`config.mk`:
```
export PLATFORM = sky130hd
export DESIGN_NAME = iwss_accum
export DESIGN_NICKNAME = d
export VERILOG_FILES = /design/src/hw/rtl/iwss_pkg.sv /design/src/hw/rtl/iwss_accum.sv
export SDC_FILE = /design/constraint.sdc
export NUM_CORES = 1
export LEC_CHECK = 0
export ABC_AREA = 1
export BUFFER_PORTS_ARGS = -buffer_cell sky130_fd_sc_hd__buf_2
export CAP_MARGIN = 40
export CORE_ASPECT_RATIO = 1.1
export CORE_MARGIN = 2
export CORE_UTILIZATION = 58
export DETAILED_ROUTE_END_ITERATION = 6
export PLACE_DENSITY_LB_ADDON = 0.12
export SLEW_MARGIN = 5
export SYNTH_ARGS = -nofsm -noshare
export SYNTH_HDL_FRONTEND = slang
export SYNTH_SLANG_ARGS = --single-unit
```
`constraint.sdc`:
```
create_clock -name clock -period 5.1 [get_ports clock]
set_clock_uncertainty 0.05 [all_clocks]
set_input_delay 0.765 -clock clock [delete_from_list [all_inputs] [get_ports clock]]
set_output_delay 0.765 -clock clock [all_outputs]
set_load 0.05 [all_outputs]
```
`src/hw/rtl/iwss_pkg.sv`:
```
// Package for the interval window score sum core: sizes, codes and types.
// Used by iwss_accum and interval_window_score_sum_core.
// No dependencies.
package iwss_pkg;

   // Interval table size and the widths that follow from it.
   localparam int MAX_INTERVALS = 1024;
   localparam int ADDR_W        = $clog2(MAX_INTERVALS);
   localparam int CNT_W         = ADDR_W + 1;

   // Field widths.
   localparam int POS_W    = 31;
   localparam int SCORE_W  = 32;
   localparam int HALF_W   = 10;
   localparam int SUM_W    = 43;
   localparam int ACTION_W = 2;

   // Window bounds are signed and one bit wider than a position plus sign.
   localparam int BOUND_W = POS_W + 2;

   // Clipped overlap is at most 2 * 1023 + 1 bases.
   localparam int LEN_W  = HALF_W + 1;
   localparam int PROD_W = LEN_W + 1 + SCORE_W;
   localparam int ACC_W  = PROD_W + ADDR_W;

   // Stream word widths.
   localparam int REQ_DATA_W = 128;
   localparam int RSP_DATA_W = 48;

   localparam logic [HALF_W-1:0] HALF_RESET = HALF_W'(50);

   // One table entry as it sits in memory.
   localparam int ENTRY_W = SCORE_W + 2 * POS_W;

   // Item kinds carried on the request tuser.
   typedef enum logic [ACTION_W-1:0] {
      ACT_CLEAR  = 2'd0,
      ACT_APPEND = 2'd1,
      ACT_QUERY  = 2'd2
   } action_type;

   typedef enum logic [1:0] {
      ST_IDLE,
      ST_WALK,
      ST_EMIT
   } state_type;

   // One clipped interval handed to the accumulate pipeline.
   typedef struct packed {
      logic                        valid;
      logic signed [BOUND_W-1:0]   first;
      logic signed [BOUND_W-1:0]   last;
      logic signed [SCORE_W-1:0]   score;
   } clip_type;

   // Control from the walker to the accumulate pipeline.
   typedef struct packed {
      logic clear;
   } acc_ctrl_type;

   // Status back from the accumulate pipeline.
   typedef struct packed {
      logic                      busy;
      logic signed [SUM_W-1:0]   sum;
   } acc_stat_type;

endpackage

```
`src/hw/rtl/iwss_accum.sv`:
```
// Accumulate pipeline: overlap length, product with score, running sum, saturation.
// Depends on iwss_pkg.
module iwss_accum (
   input  logic                  clock,
   input  logic                  reset,
   input  iwss_pkg::acc_ctrl_type ctrl,
   input  iwss_pkg::clip_type    clip,
   output iwss_pkg::acc_stat_type stat
);
   import iwss_pkg::*;

   localparam logic signed [ACC_W-1:0] SAT_MAX = ACC_W'({1'b0, {(SUM_W-1){1'b1}}});
   localparam logic signed [ACC_W-1:0] SAT_MIN = -SAT_MAX - ACC_W'(1);

   logic                       len_valid_ff, len_valid_in;
   logic [LEN_W-1:0]           len_ff, len_in;
   logic signed [SCORE_W-1:0]  score_ff;
   logic                       prod_valid_ff, prod_valid_in;
   logic signed [PROD_W-1:0]   prod_ff, prod_in;
   logic signed [ACC_W-1:0]    acc_ff, acc_in;
   logic signed [BOUND_W-1:0]  diff;

   // Stage one: clipped length; an empty or inverted overlap adds nothing.
   always_comb begin
      diff         = clip.last - clip.first;
      len_valid_in = clip.valid && !diff[BOUND_W-1];
      len_in       = diff[LEN_W-1:0] + LEN_W'(1);
   end

   // Stage two: length times score.
   always_comb begin
      prod_valid_in = len_valid_ff;
      prod_in       = $signed({1'b0, len_ff}) * score_ff;
   end

   // Stage three: running sum, cleared at the start of each query.
   always_comb begin
      if (ctrl.clear) begin
         acc_in = '0;
      end else if (prod_valid_ff) begin
         acc_in = acc_ff + ACC_W'(prod_ff);
      end else begin
         acc_in = acc_ff;
      end
   end

   always_ff @(posedge clock) begin
      if (reset) begin
         len_valid_ff  <= 1'b0;
         prod_valid_ff <= 1'b0;
      end else begin
         len_valid_ff  <= len_valid_in;
         prod_valid_ff <= prod_valid_in;
      end
      len_ff   <= len_in;
      score_ff <= clip.score;
      prod_ff  <= prod_in;
      acc_ff   <= acc_in;
   end

   // Status: pipeline occupancy and the saturated sum.
   always_comb begin
      stat.busy = len_valid_ff || prod_valid_ff;
      if (acc_ff > SAT_MAX) begin
         stat.sum = SAT_MAX[SUM_W-1:0];
      end else if (acc_ff < SAT_MIN) begin
         stat.sum = SAT_MIN[SUM_W-1:0];
      end else begin
         stat.sum = acc_ff[SUM_W-1:0];
      end
   end

endmodule
```
# Word-level counts from Yosys, hierarchy flattened
# Cells that the tools add are included.
# word_totals
regBits	143
latch_bits	0
mem_bits_rw	0
mem_bits_ro	0
input_bits	102
output_inout_bits	44
word_cells	17
memories	0
# classes
add_sub_neg	3
mul	1
div	0
n_lt_le_gt_ge	2
eq_ne	0
shifts	0
mux	2
n_bitwise	0
n_reduce_logical	3
# ops
cell	n
43-bit two-way mux	2
54-bit by 44-bit adder with 54-bit output	1
54-bit by 43-bit > comparator with 1-bit output, second input constant	1
54-bit by 43-bit less-than comparator with 1-bit output, second input constant	1
12-bit by 32-bit multiplier with 44-bit output	1
33-bit subtractor	1
11-bit by 1-bit adder with 11-bit output, second input constant	1
1-bit logical AND	1
1-bit zero test	1
1-bit logical OR	1

# Depth between registers and ports, before layout
# Gate-level depths: netlist (run 1).
# depth
depth_word	3
ltp_mapped	25
ltp_nobuf	24

# Least setup slack after synthesis (run 1)
# OpenSTA, ideal clock, no wires.
# synth_path
path_type	reg-to-reg
start	register len_ff[4]
end	register prod_ff[43]
setup_ps	113
t_arrival_ps	4772
t_required_ps	4937
slack_ps	164
stages_incl_launch_ff	22
period_less_slack_ps	4936
path_cell_list	dfxtp_1 clkbuf_1 nand2_1 inv_1 fa_1 fa_1 inv_1 fa_1 inv_1 fa_1 inv_1 fa_1 inv_1 ha_1 a21oi_1 o21ai_0 a21oi_1 o21ai_0 a21oi_1 nand3_1 nand3_1 nand2_1
# synth_between
elab_chain_len	1
# synth_lines
element	line_no	rtl
from (decl)	iwss_accum.sv:16	logic [LEN_W-1:0] len_ff, len_in;
from (signal assigned)	iwss_accum.sv:55	len_ff <= len_in;
12-bit by 32-bit multiplier with 44-bit output	iwss_accum.sv:33	prod_in = $signed({1'b0, len_ff}) * score_ff;
net prod_in[43]	iwss_accum.sv:19	logic signed [PROD_W-1:0] prod_ff, prod_in;
to (signal assigned)	iwss_accum.sv:57	prod_ff <= prod_in;
to (decl)	iwss_accum.sv:19	
# The timed path passes the listed nets, and every way through them passes these cells.
# A chain may end at the register's enable or synchronous reset.

# Worst setup path after layout (run 1)
# layout_path
start	register len_ff[4]
end	register prod_ff[38]
# Same word-level chain as after synthesis.

==> results of run 1 <==
[cell families (layout without fill, tap and decap cells)]
family	count (synthesis)	count (layout)	share of synthesized area, %
xor+xnor	65	65	2.39
fa+ha+maj	487	487	35.2
simple gates	1623	1623	28.1
flops	143	143	12.0
buf+inv	1042	1321	16.7
compound gates	235	235	5.69
[Yosys cell counts (2+ instances only)]
library cell     n  area (um2)
nand2_1       1117        4190
ha_1           180        2250
nor3_2           7        70.1
a21o_1           9        67.6
o21ai_1          4        20.0
nor2_1         224         841
xor2_1          48         420
inv_2            9        33.8
nand3_2          7        70.1
nor3_1          15        75.1
o31ai_2          2        25.0
xnor2_1         17         149
nand3b_1         8        60.1
o211ai_1         2        15.0
a31oi_1          5        31.3
nor4_2           2        25.0
o21a_1           4        30.0
and2_1           6        37.5
o21bai_1        12        90.1
nand4_1         37         231
nand3_1        132         661
clkbuf_1        83         312
inv_1          940        3530
o21ai_0         63         315
clkbuf_8         3        41.3
nand2_2         24         150
buf_6            4        45.0
nor2_2          31         194
and3_1           2        12.5
a21oi_1        113         566
nor4_1           6        37.5
a21boi_0         6        45.0
a21oi_2          5        43.8
dfxtp_1        143        2860
fa_1           307        6150
or2_1            2        12.5
o21ai_2          4        35.0
[how the worst min path moves through the flow]
| stage | from | end | slack (ns) |
|---|---|---|---|
| 2_1_floorplan | len_valid_ff | prod_valid_ff | 0.36 |
| 3_3_place_gp | len_valid_ff | prod_valid_ff | 0.38 |
| 3_5_place_dp | len_valid_ff | prod_valid_ff | 0.39 |
| 4_1_cts | clip[15] | score_ff[15] | 0.28 |
| 5_1_grt | clip[12] | score_ff[12] | 0.29 |
| 6_report | clip[15] | score_ff[15] | 0.30 |
[per-stage QoR]
step | setup slack, ns | hold slack (ns) | util [%] | std cells
after floorplan | 0.164 | 0.360 | - | 3595
after global placement | -0.227 | 0.384 | 65.0 | 4314
after detailed placement | -0.307 | 0.395 | 65.0 | 4314
after CTS | -0.0127 | 0.282 | 67.6 | 4351
after global routing | -0.145 | 0.292 | 70.9 | 4387
final | 0.0121 | 0.296 | 70.9 | 4387
[worst max-delay path: cells and delay by family, from the launching register on]
| family | cells | cell delay [ns] |
|---|---|---|
| flops | 1 | 0.43 |
| xor+xnor | 1 | 0.19 |
| compound gates | 3 | 0.50 |
| fa+ha+maj | 6 | 2.90 |
| buf+inv | 5 | 0.55 |
| simple gates | 4 | 0.36 |
[area by class of cell]
type	count	area (um2)
Timing Repair Buffer	339	2750
Fill cell	3318	11700
Sequential cell	143	2900
Inverter	950	3580
Tap cell	513	642
Multi-Input combinational cell	2410	18200
Clock buffer	19	453
Clock inverter	13	101
[state kept, by name (all words and copies together), names as in the netlist]
name           count
acc_ff            54
prod_ff           44
score_ff          32
len_ff            11
len_valid_ff       1
prod_valid_ff      1
[routing by layer]
layer | track usage (%) | vias up
met3 | 5.73 | 348
met4 | 19.6 | 0
met1 | 40.0 | 10900
li1 | - | 11100
met2 | 63.2 | 922
met5 | 0 | -
[cells in the final DEF, fill, tap and decap left out, types with 9 or more instances in the layout]
cell / count
a21o_1: 9
nand2_2: 57
buf_2: 145
nor2_1: 190
ha_4: 32
nand3_1: 124
buf_4: 145
dfxtp_1: 124
o21bai_1: 11
nor3_2: 11
xor2_1: 47
inv_2: 49
dfxtp_2: 13
ha_1: 146
a21oi_1: 90
nand4_1: 37
nand2_1: 1075
o21ai_1: 17
o21ai_2: 9
nand3_2: 14
fa_1: 290
clkbuf_16: 25
xnor2_1: 17
fa_2: 17
inv_1: 896
a21oi_2: 22
buf_12: 25
nor2_4: 18
buf_6: 12
o21ai_0: 43
nor2_2: 48
[what timing repair did]
item,in CTS,in global routing
resized for setup,80,264
pin swaps,24,146
hold buffers,0,0
setup buffers,2,26
cloned,3,10
endpoints found under the setup margin,15,29
==> impl_metrics.env, run 1 <==
export IMPL_fin_crit_ns=5.09
export IMPL_cts_sinks=143
export IMPL_cts_made_buffers=17
export IMPL_die_w_um=197
export IMPL_htreeDepth=4
export IMPL_setup_viol=0
export IMPL_max_slew_margin_pct=44.0
export IMPL_grt_overflow=0
export IMPL_grt_max_degree=43
export IMPL_wirelength_um=77400
export IMPL_wl_per_cell_um=17.6
export IMPL_worst_r2r_path_depth=19
export IMPL_met1Wirelength_um=28600
export IMPL_avgSynthCellArea_um2=6.64
export IMPL_slew_violations=0
export IMPL_async_flop_share_pct=0
export IMPL_worstPathArrival_ns=5.42
export IMPL_grt_usage_pct=35.3
export IMPL_critical_path_startpoint="len_ff[4]"
export IMPL_max_cap_violations=0
export IMPL_yosys_most_used_dff="dfxtp_1"
export IMPL_floorplan_initialDensity_pct=59.1
export IMPL_worstPathCellList="clkbuf_16 > nand2_1 > fa_1 > fa_1 > inv_1 > fa_1 > fa_1 > inv_1 > fa_1 > inv_1 > ha_4 > nand2_1 > nand2_1 > buf_4 > a21oi_2 > o21ai_1 > a21oi_2 > nand3_2 > xor2_1"
export IMPL_io_buffers=145
export IMPL_postSynthCellCount=3595
export IMPL_drive_gt1_share_pct=18.5
export IMPL_ys_warn_count=0
export IMPL_syn_nets=4184
export IMPL_stdcell_area_um2=28600
export IMPL_cpMaxStageDelayCell="fa_1"
export IMPL_ys_types=49
export IMPL_hold_class="input port to flip-flop"
export IMPL_antenna_cells=0
export IMPL_place_gp_congestion=1.00
export IMPL_rsz0062_at_grt="yes"
export IMPL_path_common_cell="fa_1"
export IMPL_synth_edf_count=0
export IMPL_fin_tns_setup_ns=0
export IMPL_clockRootBuffer="clkbuf_16"
export IMPL_clock_fmax_mhz=197
export IMPL_final_antenna_net_count=0
export IMPL_clock_latency_ns=0.51
export IMPL_io_pins=146
export IMPL_end_kind="flip-flop"
export IMPL_drt_iter0_drc=1316
export IMPL_worstSetupPathType="flip-flop to flip-flop"
export IMPL_post_dp_cell_area_um2=26200
export IMPL_min_path_cells=1
export IMPL_dr_pass1_iters=6
export IMPL_wl_met3_um=4790
export IMPL_cp_start_kind="flip-flop"
export IMPL_core_area_um2=40400
export IMPL_grt_pass1_wl_um=117000
export IMPL_worstReg2RegStart="len_ff[4]"
export IMPL_grt_pass1_vias=23500
export IMPL_syn_to_final_growth_pct=19.9
export IMPL_cp_required_ns=5.43
export IMPL_die_area_um2=42800
export IMPL_ys_ff_latch=143
export IMPL_highest_layer="met4"
export IMPL_viasPerCell=5.31
export IMPL_vias=23300
export IMPL_clk_path_buf_depth=2
export IMPL_status="completed"
export IMPL_crit_end="prod_ff[38]"
export IMPL_antenna_found_initial=0
export IMPL_hold_viol_final=0
export IMPL_dp_hpwl_um=59800
export IMPL_rows=77
export IMPL_drc=0
export IMPL_die_h_um=217
export IMPL_timing_final_crit_share_pct=99.8
export IMPL_crit_fanout=10
export IMPL_max_slew_worst_pin_slew_ns=0.840
export IMPL_r2r_end="prod_ff[38]"
export IMPL_cts_tree="done"
export IMPL_met2_length_um=38100
export IMPL_yosysSeqAreaShare_pct=12.0
export IMPL_cpPeakStageDelay_ns=0.59
export IMPL_path_clk_slew_ns=0.09
export IMPL_r2r_slack_ns=0.01
export IMPL_synth_area_um2=23900
export IMPL_final_nets=4450
Power of run 1 is not shown: default switching activity piles up to over one toggle a cycle in this logic, so the estimate is an artifact.
==> inputs of run 2 (changes only) <==
Clock period 5.1 ns to 4.6 ns, I/O delays scaled along.
==> run 2 against run 1 <==
Compared with the run above: wire length grew 21%; worst setup slack lost 0.92 ns; critical endpoint unchanged; sequential share of layout area shrank 0.69 points; the flow now finishes with violations (DRC, setup timing); highest routed layer unchanged; final area grew 7.6%; die area is the same.
==> impl_metrics.env, run 2 (same netlist as run 1, synthesis figures left out) <==
export IMPL_hold_viol_final=0
export IMPL_grt_pass1_vias=25400
export IMPL_regArea_um2=2910
export IMPL_crit_fanout=5
export IMPL_grt_max_degree=72
export IMPL_floorplan_initialDensity_pct=59.1
export IMPL_rsz0062_at_grt="yes"
export IMPL_cpMaxStageDelayCell="fa_1"
export IMPL_wl_per_cell_um=20.7
export IMPL_cts_tree="done"
export IMPL_io_pins=146
export IMPL_htreeDepth=4
export IMPL_setup_viol=34
export IMPL_timing_final_crit_share_pct=120
export IMPL_stdcell_count=4530
export IMPL_largest_register_ffs=54
export IMPL_violations="DRC, setup timing"
export IMPL_cts_made_buffers=17
export IMPL_hold_class="input port to flip-flop"
export IMPL_max_slew_worst_pin_slew_ns=0.910
export IMPL_cts_hold_repair_buffers=0
export IMPL_grt_overflow=0
export IMPL_critPathTopFamily="adder cells"
export IMPL_worstPathArrival_ns=5.89
export IMPL_path_clk_slew_ns=0.08
export IMPL_cpPeakStageDelay_ns=0.63
export IMPL_dr_pass1_iters=7
export IMPL_syn_to_final_growth_pct=29.0
export IMPL_mostFrequentLayoutCells="nand2_1, inv_1, fa_1, buf_4, nor2_1"
export IMPL_path_common_cell="fa_1"
export IMPL_worstReg2RegStart="len_ff[7]"
export IMPL_cp_start_kind="flip-flop"
export IMPL_top_usage_layer="met2"
export IMPL_grt_pass1_wl_um=129000
export IMPL_top_regs="acc_ff x54, prod_ff x44, score_ff x32"
export IMPL_multi_input_area_um2=19000
export IMPL_grt_util_met1_pct=42.2
export IMPL_dp_hpwl_um=60500
export IMPL_clockRootBuffer="clkbuf_16"
export IMPL_fin_crit_ns=5.51
export IMPL_max_cap_violations=0
export IMPL_final_antenna_net_count=0
export IMPL_core_area_um2=40400
export IMPL_antenna_found_initial=1
export IMPL_cts_sinks=143
export IMPL_clk_path_buf_depth=2
export IMPL_whs_ns=0.222
export IMPL_die_w_um=197
export IMPL_worstSetupPathType="flip-flop to flip-flop"
export IMPL_cp_required_ns=4.98
export IMPL_grt_usage_pct=39.3
export IMPL_grt_use_met2_pct=69.4
export IMPL_cp_num_buf_inv=7
export IMPL_n_fill_cell=2714
export IMPL_end_kind="flip-flop"
export IMPL_io_buffers=145
export IMPL_max_slew_margin_pct=39.4
export IMPL_wirelength_um=93800
export IMPL_status="finished, violations left"
export IMPL_worstPathCellList="buf_12 > buf_16 > nand2_1 > fa_1 > inv_1 > fa_2 > inv_1 > fa_1 > fa_1 > fa_1 > inv_1 > ha_4 > nand2_4 > nor2_4 > inv_2 > buf_12 > nor4_4 > nand3_2 > nand3_2 > xor2_1"
export IMPL_clock_fmax_mhz=181
export IMPL_largest_register="acc_ff"
export IMPL_viasPerCell=5.62
export IMPL_drc=1
export IMPL_drive_gt1_share_pct=25.4
export IMPL_vias=25400
export IMPL_slew_violations=0
export IMPL_critical_path_startpoint="len_ff[7]"
export IMPL_fin_tns_setup_ns=-19.30
export IMPL_final_common_cell="nand2_1"
export IMPL_die_h_um=217
export IMPL_drt_iter0_drc=2166
export IMPL_rows=77
export IMPL_r2r_slack_ns=-0.91
export IMPL_hp_start="clip[9]"
export IMPL_grt_util_met3_pct=5.97
export IMPL_die_area_um2=42800
export IMPL_setup_slack_ns=-0.912
export IMPL_dpl_cell_count=4398
export IMPL_final_nets=4592
export IMPL_place_gp_congestion=1.00
export IMPL_clock_latency_ns=0.51
-- run 2: through the flow --
step | area (um2) | setup slack [ns] | utilization (%)
floorplan | 24200 | -0.00865 | -
global placement | 27100 | -0.778 | 67.0
detailed placement | 27100 | -0.800 | 67.0
CTS | 29600 | -0.388 | 73.3
global route | 30800 | -0.951 | 76.3
finish | 30800 | -0.912 | 76.3
-- run 2: final cells by class --
type | count | share of cell area [%]
Timing Repair Buffer | 481 | 13.3
Clock inverter | 13 | 0.492
Sequential cell | 143 | 9.44
Antenna cell | 1 | 0.00812
Inverter | 950 | 11.6
Multi-Input combinational cell | 2410 | 61.6
Tap cell | 513 | 2.08
Clock buffer | 19 | 1.47
-- run 2: layer usage --
layer	wire [um]	vias up	part of all wire, %
li1	-	11300	-
met1	31400	11700	34
met2	43700	1660	47
met3	7640	695	8.1
met4	11000	0	12
met5	0	-	0
-- run 2: path summary, 6_finish.rpt --
path / depth (start not counted) / to
worst min-delay path: 1 / score_ff[9]
worst min register to register: 2 / prod_valid_ff
worst max-delay path: 20 / prod_ff[38]
worst max register to register: 20 / prod_ff[38]
-- run 2: what timing repair did --
action,4_1_cts,5_1_grt
resized for setup,310,294
pin swaps,192,191
gates cloned,10,1
setup buffers,61,31
setup endpoints to repair,34,35
Power of run 2 is left out for the same reason.
